**config.mk**
```make
export PLATFORM = sky130hd
export DESIGN_NAME = multi_token_stream_matcher_top_flat
export DESIGN_NICKNAME = d
export VERILOG_FILES = /design/src/mtsm_pkg.sv /design/src/mtsm_if.sv /design/src/mtsm_ram.sv /design/src/mtsm_front.sv /design/src/mtsm_queue.sv /design/src/mtsm_back.sv /design/src/multi_token_stream_matcher_top.sv /design/src/flat_wrapper.sv
export VERILOG_INCLUDE_DIRS = /design/src /design/src/src
export SDC_FILE = /design/constraint.sdc
export NUM_CORES = 2
export LEC_CHECK = 0
export BUFFER_PORTS_ARGS = -buffer_cell sky130_fd_sc_hd__buf_2
export CAP_MARGIN = 5
export CELL_PAD_IN_SITES_DETAIL_PLACEMENT = 0
export CELL_PAD_IN_SITES_GLOBAL_PLACEMENT = 1
export CORE_ASPECT_RATIO = 1.25
export CORE_UTILIZATION = 49
export CTS_CLUSTER_SIZE = 25
export DETAILED_ROUTE_END_ITERATION = 16
export GPL_TIMING_DRIVEN = 1
export PLACE_DENSITY_LB_ADDON = 0.1
export SYNTH_ARGS = -nofsm -noshare
export SYNTH_HDL_FRONTEND = slang
export SYNTH_SLANG_ARGS = --single-unit
```
**constraint.sdc**
```tcl
create_clock -name clk -period 15.7 [get_ports clk]
set_input_delay 3.925 -clock clk [delete_from_list [all_inputs] [get_ports clk]]
set_output_delay 3.925 -clock clk [all_outputs]
set_load 0.01 [all_outputs]
```
**src/multi_token_stream_matcher_top_defines.svh**
```systemverilog
// Assertion macros for the multi-token stream matcher.
// Taken in by the top level; no other dependencies.
`ifndef MULTI_TOKEN_STREAM_MATCHER_TOP_DEFINES_SVH
`define MULTI_TOKEN_STREAM_MATCHER_TOP_DEFINES_SVH

// Same-cycle implication, checked outside reset.
`define MTSM_ASSERT_NOW(label, clk, rst, ante, cons, msg) \
  label: assert property (@(posedge clk) disable iff (rst) (ante) |-> (cons)) \
    else $error(msg);

// Next-cycle implication, checked outside reset.
`define MTSM_ASSERT_NEXT(label, clk, rst, ante, cons, msg) \
  label: assert property (@(posedge clk) disable iff (rst) (ante) |=> (cons)) \
    else $error(msg);

`endif

```
**src/mtsm_pkg.sv**
```systemverilog
// Shared constants, operation codes and inter-module structs of the matcher.
// No dependencies.
package mtsm_pkg;

  // Default table geometry
  localparam int MAX_TOKENS_DEF    = 8;
  localparam int MAX_TOKEN_LEN_DEF = 16;

  // Field widths of the words
  localparam int OP_W     = 2;
  localparam int IDENT_W  = 16;
  localparam int LEN_IN_W = 5;
  localparam int IDX_IN_W = 4;
  localparam int BYTE_W   = 8;

  // Command fields sized for the largest supported table (64 x 256)
  localparam int SLOT_W = 6;
  localparam int LEN_W  = 9;
  localparam int ADDR_W = 8;
  localparam int CNT_W  = 7;

  // Operation codes
  localparam logic [OP_W-1:0] OP_CLEAR  = 2'd0;
  localparam logic [OP_W-1:0] OP_APPEND = 2'd1;
  localparam logic [OP_W-1:0] OP_WRITE  = 2'd2;
  localparam logic [OP_W-1:0] OP_SCAN   = 2'd3;

  // Classified command handed from front to back
  typedef struct packed {
    logic [OP_W-1:0]    op;
    logic               act;    // append/write takes effect
    logic [SLOT_W-1:0]  slot;   // token touched by append/write
    logic [IDENT_W-1:0] ident;
    logic [LEN_W-1:0]   len;    // saturated token length
    logic [ADDR_W-1:0]  addr;   // byte position for write
    logic [BYTE_W-1:0]  ch;
    logic               last;
    logic [CNT_W-1:0]   count;  // tokens loaded when the word came in
  } cmd_t;

  typedef struct packed {
    logic full;
    logic nonempty;
  } queue_stat_t;

  typedef struct packed {
    logic popped;
    logic popped_scan;
  } back_stat_t;

endpackage

```
**src/mtsm_if.sv**
```systemverilog
// Valid/ready channel interfaces for input words and result words.
// Depends on mtsm_pkg.
interface mtsm_item_if;
  logic                           valid;
  logic                           ready;
  logic [mtsm_pkg::OP_W-1:0]      operation;
  logic [mtsm_pkg::IDENT_W-1:0]   token_ident;
  logic [mtsm_pkg::LEN_IN_W-1:0]  token_length;
  logic [mtsm_pkg::IDX_IN_W-1:0]  char_index;
  logic [mtsm_pkg::BYTE_W-1:0]    char_value;
  logic                           last_byte;

  modport source (output valid, operation, token_ident, token_length, char_index,
                  char_value, last_byte, input ready);
  modport sink (input valid, operation, token_ident, token_length, char_index,
                char_value, last_byte, output ready);
endinterface

interface mtsm_result_if;
  logic                         valid;
  logic                         ready;
  logic                         matched;
  logic [mtsm_pkg::IDENT_W-1:0] found_ident;
  logic                         table_empty;

  modport source (output valid, matched, found_ident, table_empty, input ready);
  modport sink (input valid, matched, found_ident, table_empty, output ready);
endinterface

```
**src/mtsm_ram.sv**
```systemverilog
// Generic single-write, single-read RAM with registered read (read-first).
// Depends on mtsm_pkg for default sizes.
module mtsm_ram #(
  parameter int WIDTH = mtsm_pkg::BYTE_W,
  parameter int DEPTH = mtsm_pkg::MAX_TOKEN_LEN_DEF
) (
  input  logic                                   clk,
  input  logic                                   we,
  input  logic [(DEPTH > 1 ? $clog2(DEPTH) : 1)-1:0] waddr,
  input  logic [WIDTH-1:0]                       wdata,
  input  logic [(DEPTH > 1 ? $clog2(DEPTH) : 1)-1:0] raddr,
  output logic [WIDTH-1:0]                       rdata
);
  logic [WIDTH-1:0] mem [DEPTH];

  always_ff @(posedge clk) begin
    if (we) begin
      mem[waddr] <= wdata;
    end
    rdata <= mem[raddr];
  end
endmodule

```
**src/mtsm_front.sv**
```systemverilog
// Front end: accepts input words, tracks the token count and classifies
// each word into a command for the back end. Depends on mtsm_pkg, mtsm_if.
module mtsm_front #(
  parameter int MAX_TOKENS    = mtsm_pkg::MAX_TOKENS_DEF,
  parameter int MAX_TOKEN_LEN = mtsm_pkg::MAX_TOKEN_LEN_DEF
) (
  input  logic                  clk,
  input  logic                  rst,
  mtsm_item_if.sink             item,
  input  mtsm_pkg::queue_stat_t q_stat,
  output logic                  push,
  output mtsm_pkg::cmd_t        cmd
);
  localparam int CW = $clog2(MAX_TOKENS + 1);

  logic [CW-1:0]               count;
  logic [CW-1:0]               count_next;
  logic [mtsm_pkg::LEN_W-1:0]  len_in;

  // no words taken while in reset
  assign item.ready = !rst && !q_stat.full;
  assign push       = item.valid && !rst && !q_stat.full;

  // Decode and check table bounds
  always_comb begin
    len_in     = mtsm_pkg::LEN_W'(item.token_length);
    count_next = count;
    cmd        = '0;
    cmd.op     = item.operation;
    cmd.ident  = item.token_ident;
    cmd.addr   = mtsm_pkg::ADDR_W'(item.char_index);
    cmd.ch     = item.char_value;
    cmd.last   = item.last_byte;
    cmd.count  = mtsm_pkg::CNT_W'(count);
    // over-long tokens saturate
    if (len_in > mtsm_pkg::LEN_W'(MAX_TOKEN_LEN)) begin
      cmd.len = mtsm_pkg::LEN_W'(MAX_TOKEN_LEN);
    end else begin
      cmd.len = len_in;
    end
    unique case (item.operation)
      mtsm_pkg::OP_CLEAR: begin
        cmd.act    = 1'b1;
        count_next = '0;
      end
      mtsm_pkg::OP_APPEND: begin
        // full table drops the append
        if (count < CW'(MAX_TOKENS)) begin
          cmd.act    = 1'b1;
          cmd.slot   = mtsm_pkg::SLOT_W'(count);
          count_next = count + CW'(1);
        end
      end
      mtsm_pkg::OP_WRITE: begin
        // goes to the newest token only
        if (count != '0 && int'(item.char_index) < MAX_TOKEN_LEN) begin
          cmd.act  = 1'b1;
          cmd.slot = mtsm_pkg::SLOT_W'(count - CW'(1));
        end
      end
      mtsm_pkg::OP_SCAN: begin
        cmd.act = 1'b1;
      end
      default: begin
        cmd.act = 1'b0;
      end
    endcase
  end

  always_ff @(posedge clk) begin
    if (rst) begin
      count <= '0;
    end else if (push) begin
      count <= count_next;
    end
  end
endmodule

```
**src/mtsm_queue.sv**
```systemverilog
// Two-entry command queue between front and back end.
// Depends on mtsm_pkg.
module mtsm_queue (
  input  logic                  clk,
  input  logic                  rst,
  input  logic                  push,
  input  mtsm_pkg::cmd_t        push_cmd,
  input  logic                  pop,
  output mtsm_pkg::cmd_t        head,
  output mtsm_pkg::queue_stat_t stat
);
  localparam logic [1:0] FILL_FULL = 2'd2;

  mtsm_pkg::cmd_t entry [2];
  logic           wr_ptr;
  logic           rd_ptr;
  logic [1:0]     fill;

  assign head          = entry[rd_ptr];
  assign stat.full     = (fill == FILL_FULL);
  assign stat.nonempty = (fill != 2'd0);

  // Pointers and fill level
  always_ff @(posedge clk) begin
    if (rst) begin
      wr_ptr <= 1'b0;
      rd_ptr <= 1'b0;
      fill   <= 2'd0;
    end else begin
      if (push) begin
        wr_ptr <= !wr_ptr;
      end
      if (pop) begin
        rd_ptr <= !rd_ptr;
      end
      case ({push, pop})
        2'b10:   fill <= fill + 2'd1;
        2'b01:   fill <= fill - 2'd1;
        default: fill <= fill;
      endcase
    end
  end

  // Storage
  always_ff @(posedge clk) begin
    if (push) begin
      entry[wr_ptr] <= push_cmd;
    end
  end
endmodule

```
**src/mtsm_back.sv**
```systemverilog
// Back end: token table, per-token progress counters and byte RAMs,
// parallel compare, first-match select and the result register.
// Depends on mtsm_pkg, mtsm_if, mtsm_ram.
module mtsm_back #(
  parameter int MAX_TOKENS    = mtsm_pkg::MAX_TOKENS_DEF,
  parameter int MAX_TOKEN_LEN = mtsm_pkg::MAX_TOKEN_LEN_DEF
) (
  input  logic                 clk,
  input  logic                 rst,
  input  mtsm_pkg::cmd_t       head,
  input  logic                 head_valid,
  output logic                 pop,
  output mtsm_pkg::back_stat_t stat,
  mtsm_result_if.source        result
);
  localparam int PW = $clog2(MAX_TOKEN_LEN + 1);
  localparam int CW = $clog2(MAX_TOKENS + 1);
  localparam int SW = (MAX_TOKENS > 1) ? $clog2(MAX_TOKENS) : 1;
  localparam int AW = (MAX_TOKEN_LEN > 1) ? $clog2(MAX_TOKEN_LEN) : 1;

  logic [PW-1:0]                progress      [MAX_TOKENS];
  logic [PW-1:0]                progress_next [MAX_TOKENS];
  logic [PW-1:0]                step          [MAX_TOKENS];
  logic [PW-1:0]                tok_len       [MAX_TOKENS];
  logic [mtsm_pkg::IDENT_W-1:0] tok_ident     [MAX_TOKENS];
  logic [mtsm_pkg::BYTE_W-1:0]  rdata         [MAX_TOKENS];
  logic [mtsm_pkg::BYTE_W-1:0]  exp_byte      [MAX_TOKENS];
  logic [mtsm_pkg::BYTE_W-1:0]  fwd_data      [MAX_TOKENS];
  logic [AW-1:0]                raddr         [MAX_TOKENS];
  logic [MAX_TOKENS-1:0]        fwd_valid;
  logic [MAX_TOKENS-1:0]        we;
  logic [MAX_TOKENS-1:0]        hit;
  logic [MAX_TOKENS-1:0]        done;

  logic [SW-1:0]                cmd_slot;
  logic [PW-1:0]                cmd_len;
  logic [AW-1:0]                cmd_addr;
  logic [CW-1:0]                cmd_cnt;
  logic                         is_scan;
  logic                         any_done;
  logic                         emit;
  logic [mtsm_pkg::IDENT_W-1:0] win_ident;

  logic                         out_valid;
  logic                         out_matched;
  logic [mtsm_pkg::IDENT_W-1:0] out_ident;
  logic                         out_empty;

  assign cmd_slot = head.slot[SW-1:0];
  assign cmd_len  = head.len[PW-1:0];
  assign cmd_addr = head.addr[AW-1:0];
  assign cmd_cnt  = head.count[CW-1:0];
  assign is_scan  = (head.op == mtsm_pkg::OP_SCAN);

  // Advance when the result register is free or being drained
  assign pop  = head_valid && (!out_valid || result.ready);
  assign emit = pop && is_scan && (any_done || head.last);

  assign stat.popped      = pop;
  assign stat.popped_scan = pop && is_scan;

  assign result.valid       = out_valid;
  assign result.matched     = out_matched;
  assign result.found_ident = out_ident;
  assign result.table_empty = out_empty;

  // Per-token compare against the prefetched expected byte
  always_comb begin
    for (int i = 0; i < MAX_TOKENS; i++) begin
      exp_byte[i] = fwd_valid[i] ? fwd_data[i] : rdata[i];
      if (progress[i] < PW'(MAX_TOKEN_LEN) && head.ch == exp_byte[i]) begin
        step[i] = progress[i] + PW'(1);
      end else begin
        step[i] = '0;
      end
      hit[i]  = (CW'(i) < cmd_cnt);
      done[i] = hit[i] && (step[i] >= tok_len[i]);
    end
  end

  // First completed token in table order wins
  always_comb begin
    any_done  = 1'b0;
    win_ident = '0;
    for (int i = 0; i < MAX_TOKENS; i++) begin
      if (done[i] && !any_done) begin
        any_done  = 1'b1;
        win_ident = tok_ident[i];
      end
    end
  end

  // Next progress per command
  always_comb begin
    for (int i = 0; i < MAX_TOKENS; i++) begin
      progress_next[i] = progress[i];
    end
    if (pop) begin
      unique case (head.op)
        mtsm_pkg::OP_CLEAR: begin
          for (int i = 0; i < MAX_TOKENS; i++) begin
            progress_next[i] = '0;
          end
        end
        mtsm_pkg::OP_APPEND: begin
          for (int i = 0; i < MAX_TOKENS; i++) begin
            if (head.act && cmd_slot == SW'(i)) begin
              progress_next[i] = '0;
            end
          end
        end
        mtsm_pkg::OP_WRITE: begin
          for (int i = 0; i < MAX_TOKENS; i++) begin
            progress_next[i] = progress[i];
          end
        end
        mtsm_pkg::OP_SCAN: begin
          for (int i = 0; i < MAX_TOKENS; i++) begin
            if (any_done || head.last) begin
              progress_next[i] = '0;
            end else if (hit[i]) begin
              progress_next[i] = step[i];
            end
          end
        end
        default: begin
          for (int i = 0; i < MAX_TOKENS; i++) begin
            progress_next[i] = progress[i];
          end
        end
      endcase
    end
  end

  // Byte RAM ports: read ahead at next progress, write newest token
  always_comb begin
    for (int i = 0; i < MAX_TOKENS; i++) begin
      raddr[i] = progress_next[i][AW-1:0];
      we[i]    = pop && head.op == mtsm_pkg::OP_WRITE && head.act && cmd_slot == SW'(i);
    end
  end

  for (genvar g = 0; g < MAX_TOKENS; g++) begin : g_tok
    mtsm_ram #(
      .WIDTH (mtsm_pkg::BYTE_W),
      .DEPTH (MAX_TOKEN_LEN)
    ) u_bytes (
      .clk   (clk),
      .we    (we[g]),
      .waddr (cmd_addr),
      .wdata (head.ch),
      .raddr (raddr[g]),
      .rdata (rdata[g])
    );
  end

  // Control state
  always_ff @(posedge clk) begin
    if (rst) begin
      for (int i = 0; i < MAX_TOKENS; i++) begin
        progress[i] <= '0;
      end
      fwd_valid <= '0;
      out_valid <= 1'b0;
    end else begin
      for (int i = 0; i < MAX_TOKENS; i++) begin
        progress[i] <= progress_next[i];
        // write hitting the address read this cycle: RAM returns old data
        fwd_valid[i] <= we[i] && (cmd_addr == raddr[i]);
      end
      if (emit) begin
        out_valid <= 1'b1;
      end else if (result.ready) begin
        out_valid <= 1'b0;
      end
    end
  end

  // Table and result payload
  always_ff @(posedge clk) begin
    for (int i = 0; i < MAX_TOKENS; i++) begin
      fwd_data[i] <= head.ch;
      if (pop && head.op == mtsm_pkg::OP_APPEND && head.act && cmd_slot == SW'(i)) begin
        tok_len[i]   <= cmd_len;
        tok_ident[i] <= head.ident;
      end
    end
    if (emit) begin
      out_matched <= any_done;
      out_empty   <= (cmd_cnt == '0);
      if (any_done) begin
        out_ident <= win_ident;
      end else if (cmd_cnt != '0) begin
        out_ident <= tok_ident[0];
      end else begin
        out_ident <= '0;
      end
    end
  end
endmodule

```
**src/multi_token_stream_matcher_top.sv**
```systemverilog
// Channel   | Dir | Payload
// item      | in  | operation, token_ident, token_length, char_index, char_value, last_byte
// result    | out | matched, found_ident, table_empty
//
// One input word per cycle sustained while no result is held; a scan word is queued at
// the accepting edge, and its result is then registered in the result register.
// Every token compares in parallel against a byte prefetched from its own RAM.
// Reset (rst, synchronous) empties the table, the queue and all counters.
// A held result stalls the back end only; the front keeps taking words until
// the two-entry queue fills.
// Depends on mtsm_pkg, mtsm_if, mtsm_front, mtsm_queue, mtsm_back and the defines header.
`include "multi_token_stream_matcher_top_defines.svh"

module multi_token_stream_matcher_top #(
  parameter int MAX_TOKENS    = mtsm_pkg::MAX_TOKENS_DEF,
  parameter int MAX_TOKEN_LEN = mtsm_pkg::MAX_TOKEN_LEN_DEF
) (
  input  logic          clk,
  input  logic          rst,
  mtsm_item_if.sink     item,
  mtsm_result_if.source result
);
  mtsm_pkg::queue_stat_t q_stat;
  mtsm_pkg::back_stat_t  b_stat;
  mtsm_pkg::cmd_t        push_cmd;
  mtsm_pkg::cmd_t        head_cmd;
  logic                  push;
  logic                  pop;

  mtsm_front #(
    .MAX_TOKENS    (MAX_TOKENS),
    .MAX_TOKEN_LEN (MAX_TOKEN_LEN)
  ) u_front (
    .clk    (clk),
    .rst    (rst),
    .item   (item),
    .q_stat (q_stat),
    .push   (push),
    .cmd    (push_cmd)
  );

  mtsm_queue u_queue (
    .clk      (clk),
    .rst      (rst),
    .push     (push),
    .push_cmd (push_cmd),
    .pop      (pop),
    .head     (head_cmd),
    .stat     (q_stat)
  );

  mtsm_back #(
    .MAX_TOKENS    (MAX_TOKENS),
    .MAX_TOKEN_LEN (MAX_TOKEN_LEN)
  ) u_back (
    .clk        (clk),
    .rst        (rst),
    .head       (head_cmd),
    .head_valid (q_stat.nonempty),
    .pop        (pop),
    .stat       (b_stat),
    .result     (result)
  );

  // An accepted word is queued or already being worked on the next cycle
  `MTSM_ASSERT_NEXT(a_push_lands, clk, rst, item.valid && item.ready, q_stat.nonempty, "accepted word lost before the queue")

  // A fresh result comes only from a scan word leaving the queue
  `MTSM_ASSERT_NOW(a_result_from_scan, clk, rst, result.valid && !$past(result.valid), $past(b_stat.popped_scan), "result without a scan word")

  // Back end holds while a result waits
  `MTSM_ASSERT_NOW(a_back_stalls, clk, rst, result.valid && !result.ready, !b_stat.popped, "back end advanced over a pending result")
endmodule

```
**src/flat_wrapper.sv**
```systemverilog
// flat-port wrapper written by rule: the top's interface ports become plain ports
module multi_token_stream_matcher_top_flat 
#(
  parameter int MAX_TOKENS    = mtsm_pkg::MAX_TOKENS_DEF,
  parameter int MAX_TOKEN_LEN = mtsm_pkg::MAX_TOKEN_LEN_DEF
)
  (clk, rst, item_valid, item_operation, item_token_ident, item_token_length, item_char_index, item_char_value, item_last_byte, item_ready, result_valid, result_matched, result_found_ident, result_table_empty, result_ready);
  mtsm_item_if item_i ();
  mtsm_result_if result_i ();
  input  logic clk;
  input  logic rst;
  input wire logic [$bits(item_i.valid)-1:0] item_valid;
  input wire logic [$bits(item_i.operation)-1:0] item_operation;
  input wire logic [$bits(item_i.token_ident)-1:0] item_token_ident;
  input wire logic [$bits(item_i.token_length)-1:0] item_token_length;
  input wire logic [$bits(item_i.char_index)-1:0] item_char_index;
  input wire logic [$bits(item_i.char_value)-1:0] item_char_value;
  input wire logic [$bits(item_i.last_byte)-1:0] item_last_byte;
  output wire logic [$bits(item_i.ready)-1:0] item_ready;
  output wire logic [$bits(result_i.valid)-1:0] result_valid;
  output wire logic [$bits(result_i.matched)-1:0] result_matched;
  output wire logic [$bits(result_i.found_ident)-1:0] result_found_ident;
  output wire logic [$bits(result_i.table_empty)-1:0] result_table_empty;
  input wire logic [$bits(result_i.ready)-1:0] result_ready;
  assign item_i.valid = item_valid;
  assign item_i.operation = item_operation;
  assign item_i.token_ident = item_token_ident;
  assign item_i.token_length = item_token_length;
  assign item_i.char_index = item_char_index;
  assign item_i.char_value = item_char_value;
  assign item_i.last_byte = item_last_byte;
  assign item_ready = item_i.ready;
  assign result_valid = result_i.valid;
  assign result_matched = result_i.matched;
  assign result_found_ident = result_i.found_ident;
  assign result_table_empty = result_i.table_empty;
  assign result_i.ready = result_ready;
  multi_token_stream_matcher_top #(.MAX_TOKENS(MAX_TOKENS), .MAX_TOKEN_LEN(MAX_TOKEN_LEN)) u_core (.clk(clk), .rst(rst), .item(item_i), .result(result_i));
endmodule
```
==> metrics.md <==
| Metric | Value |
|---|---|
| FF+latch count, synth | 1,428 |
| Synth top area share | 0.6655 |
| Hold_buf cts | 0 |
| Die area | 120,900 um2 |
| Top cells by area, synth | edfxtp_1, mux2i_1, dfxtp_1 |
| Worst skew pair latency | 0.78 ns |
| Postcts setup bufs | 0 |
| Die H | 388.5 um |
| Ys Warns | 0 |
| First-pass GRT wire length | 225,900 um |
| RSZ-0062 raised after global routing | false |
| Worst Setup Start Kind | input port |
| Reg-to-reg critical path endpoint | u_core.u_back.g_tok[5].u_bytes.rdata[4] |
| Critical path class | in -> out |
| Maximum clock rate | 119.1 MHz |
| Largest net degree at the start of global routing | 97 |
| Initial antenna violation count | 5 |
| GPL Wtd Cong | 0.8831 |
| Slew HR | 0.1654 |
| Req. time, crit path | 11.77 ns |
| Multi-input logic area | 16,040 um2 |
| Crit path DAT | 4.47 ns |
| Final instance area | 65,460 um2 |
| Total power | 8.800 mW |
| Resized Gates After CTS | 0 |
| Peak supply drop | 0.0001057 V |
| Final ANT Viol Nets | 0 |
| Initial Util | 0.4947 |
| Crit-path max FO | 8 |
| Hold Fails Final Rpt | 0 |
| Top_reg_cell synth | edfxtp_1 |
| Hold Path Class | reg -> reg |
| CTS tree | done |
| Syn_area_per_cell | 14.20 um2 |
| Power density over cell area | 134.4 nW/um2 |
| MaxCap Viol Count | 0 |
| Synth Cell Area | 58,570 um2 |
| Post-synth cell types | 86 |
| WL final | 156,000 um |
| Max-slew violations | 0 |
| Fraction of layout instances using a drive strength above 1 | 0.1082 |
| Core box area | 118,400 um2 |
| DRC | 0 |
| Number of global-route vias before repair | 33,610 |
| Root buffer cell | clkbuf_16 |
| Area Growth Syn to Fin | 11.77% |
| Hold_sp | u_core.u_back.progress[1][9] |
| Worst r2r path cells | 20 |
| Overall Global Routing Usage | 0.2558 |
| Final net count | 4,304 |
| Hold Path Stages | 2 |
| CTS clk-pin slew, worst paths | 0.06 ns |
| Total CTS buffers | 142 |
| Worst Slack Setup Final | 7.306 ns |
| Die W | 311.2 um |
| DRT Pass-1 Iters | 6 |
| Reg2Reg Setup Slack | 7.98 ns |
| Setup TNS | 0 ns |
| Final Cycle Share | 0.5346 |
| Clock Path Buffers | 3 |
| Crit. End Element | output pin |
| Syn Nets | 4,217 |
| Dpl hpwl | 97,440 um |
| DP Worst Slack | 7.298 ns |
| Via count | 34,660 |
| Initial DRC count | 3,368 |
| EDFF count, synth | 1,298 |
| Placement-stage cell area | 60,830 um2 |
| Hold path endpoint | u_core.u_back.progress[1][9] |
| Gate Count Post-Synth | 4,123 |
| Final setup vio count | 0 |
| CTS sink count | 1,428 |
| Asr flop ratio synth | 0 |
| Overflow after GRT | 0 |
| Minimum clock period | 8.394 ns |
| Status | complete, no violations |
| Ports | 60 |
| DR vias/cell | 5.877 |
| FF/Latch Area | 41,580 um2 |
| DR WL/cell | 26.45 um |
| Worst Skew | 0.02364 ns |
| H-Tree Depth | 4 |
| Pleak | 22.49 nW |
| Sequential share of the synthesized area | 0.7100 |
| Dominant cell type by area after synthesis | edfxtp_1 |
| # port buffers | 59 |
| Worst-Margin Slew | 1.252 ns |
| Filler cells | 9,580 |
| Row cnt | 141 |
sequential cells by signal, summed over array words and instances (netlist names), 8 cells and up, named ones only:
register	count
u_core.u_back.g_tok.u_bytes.mem	1024
u_core.u_back.tok_ident	128
u_core.u_queue.entry	88
u_core.u_back.g_tok.u_bytes.rdata	64
u_core.u_back.progress	40
u_core.u_back.tok_len	40
u_core.u_back.result.found_ident	16
u_core.u_back.fwd_data	8
u_core.u_back.fwd_valid	8
kinds of logic (layout without fill, tap and decap cells):
kind of cell / count (synthesis) / in the layout / share of synthesized area
DFF: 1428 / 1428 / 0.7100
and+or+nand+nor: 1222 / 1222 / 0.09441
buffers and inverters: 273 / 474 / 0.01987
adders and majority gates: 54 / 54 / 0.01154
xor gates and xnor gates: 112 / 112 / 0.01675
AOI/OAI and AO/OA: 626 / 626 / 0.07618
muxes: 408 / 408 / 0.07129
other: 0 / 1 / 0
worst max-delay path, stage by stage:
cell     delay [ns]
buf_2          0.17
a21oi_1        0.20
buf_2          0.17
worst max path at each step:
stage | endpoint | from
2_1_floorplan | item_ready | rst
3_3_place_gp | item_ready | rst
5_1_grt | item_ready | rst
6_report | item_ready | rst
4_1_cts | item_ready | rst
3_5_place_dp | item_ready | rst
cell usage after synthesis, drive strengths merged, types with 30 or more instances:
cell type / n
edfxtp: 1298
nand2: 569
mux2i: 372
nor2: 233
nand3: 155
dfxtp: 130
a21oi: 118
clkbuf: 115
xnor2: 90
buf: 89
o21ai: 78
inv: 69
o22ai: 58
a211oi: 55
ha: 54
a22oi: 49
nand4: 39
mux2: 36
o211ai: 35
and2: 33
nor3: 31
a31oi: 30
nor2b: 30
layout by cell type, fill, tap and decap left out, types with 35 or more instances in the layout:
cell and count:
a22oi_1 48, buf_2 59, nand2_1 564, a211oi_1 53
a21oi_1 117, xnor2_1 90, o22ai_1 58, dfxtp_1 129
edfxtp_1 1298, ha_1 54, mux2i_1 357, buf_4 88
nand4_1 38, clkbuf_16 152, o21ai_0 70, o211ai_1 35
nor2_1 229, nand3_1 155, inv_1 61, mux2_2 36
area by class of cell:
| cell class | instances | area share |
|---|---|---|
| sequential | 1428 | 0.6352 |
| multi-input combinational | 2422 | 0.2451 |
| clock buffer | 189 | 0.06160 |
| tap | 1573 | 0.03007 |
| timing repair buffer | 147 | 0.01460 |
| clock inverter | 69 | 0.009079 |
| inverter | 69 | 0.004262 |
| antenna | 1 | 0.00003823 |
where the power goes:
group	internal (mW)	switching, mW
Combinational	0.200	0.750
Sequential	4.42	0.0569
Clock	1.95	1.42
per-layer routing:
layer	GRT usage	up-vias	share of wire
li1	-	15860	-
met1	0.3425	17570	0.43
met2	0.4245	980	0.49
met3	0.04151	253	0.054
met4	0.08733	2	0.031
met5	0	-	0.000058
metrics by stage:
| stage | instances | utilization | hold slack [ns] |
|---|---|---|---|
| global placement | 5639 | 0.5139 | 0.4634 |
| detailed placement | 5639 | 0.5139 | 0.4790 |
| CTS | 5897 | 0.5530 | 0.4874 |
| finish | 5898 | 0.5530 | 0.4853 |
| floorplan | 4123 | - | 0.4268 |
| global route | 5897 | 0.5530 | 0.5164 |
Power figures use the tool's default switching activity.
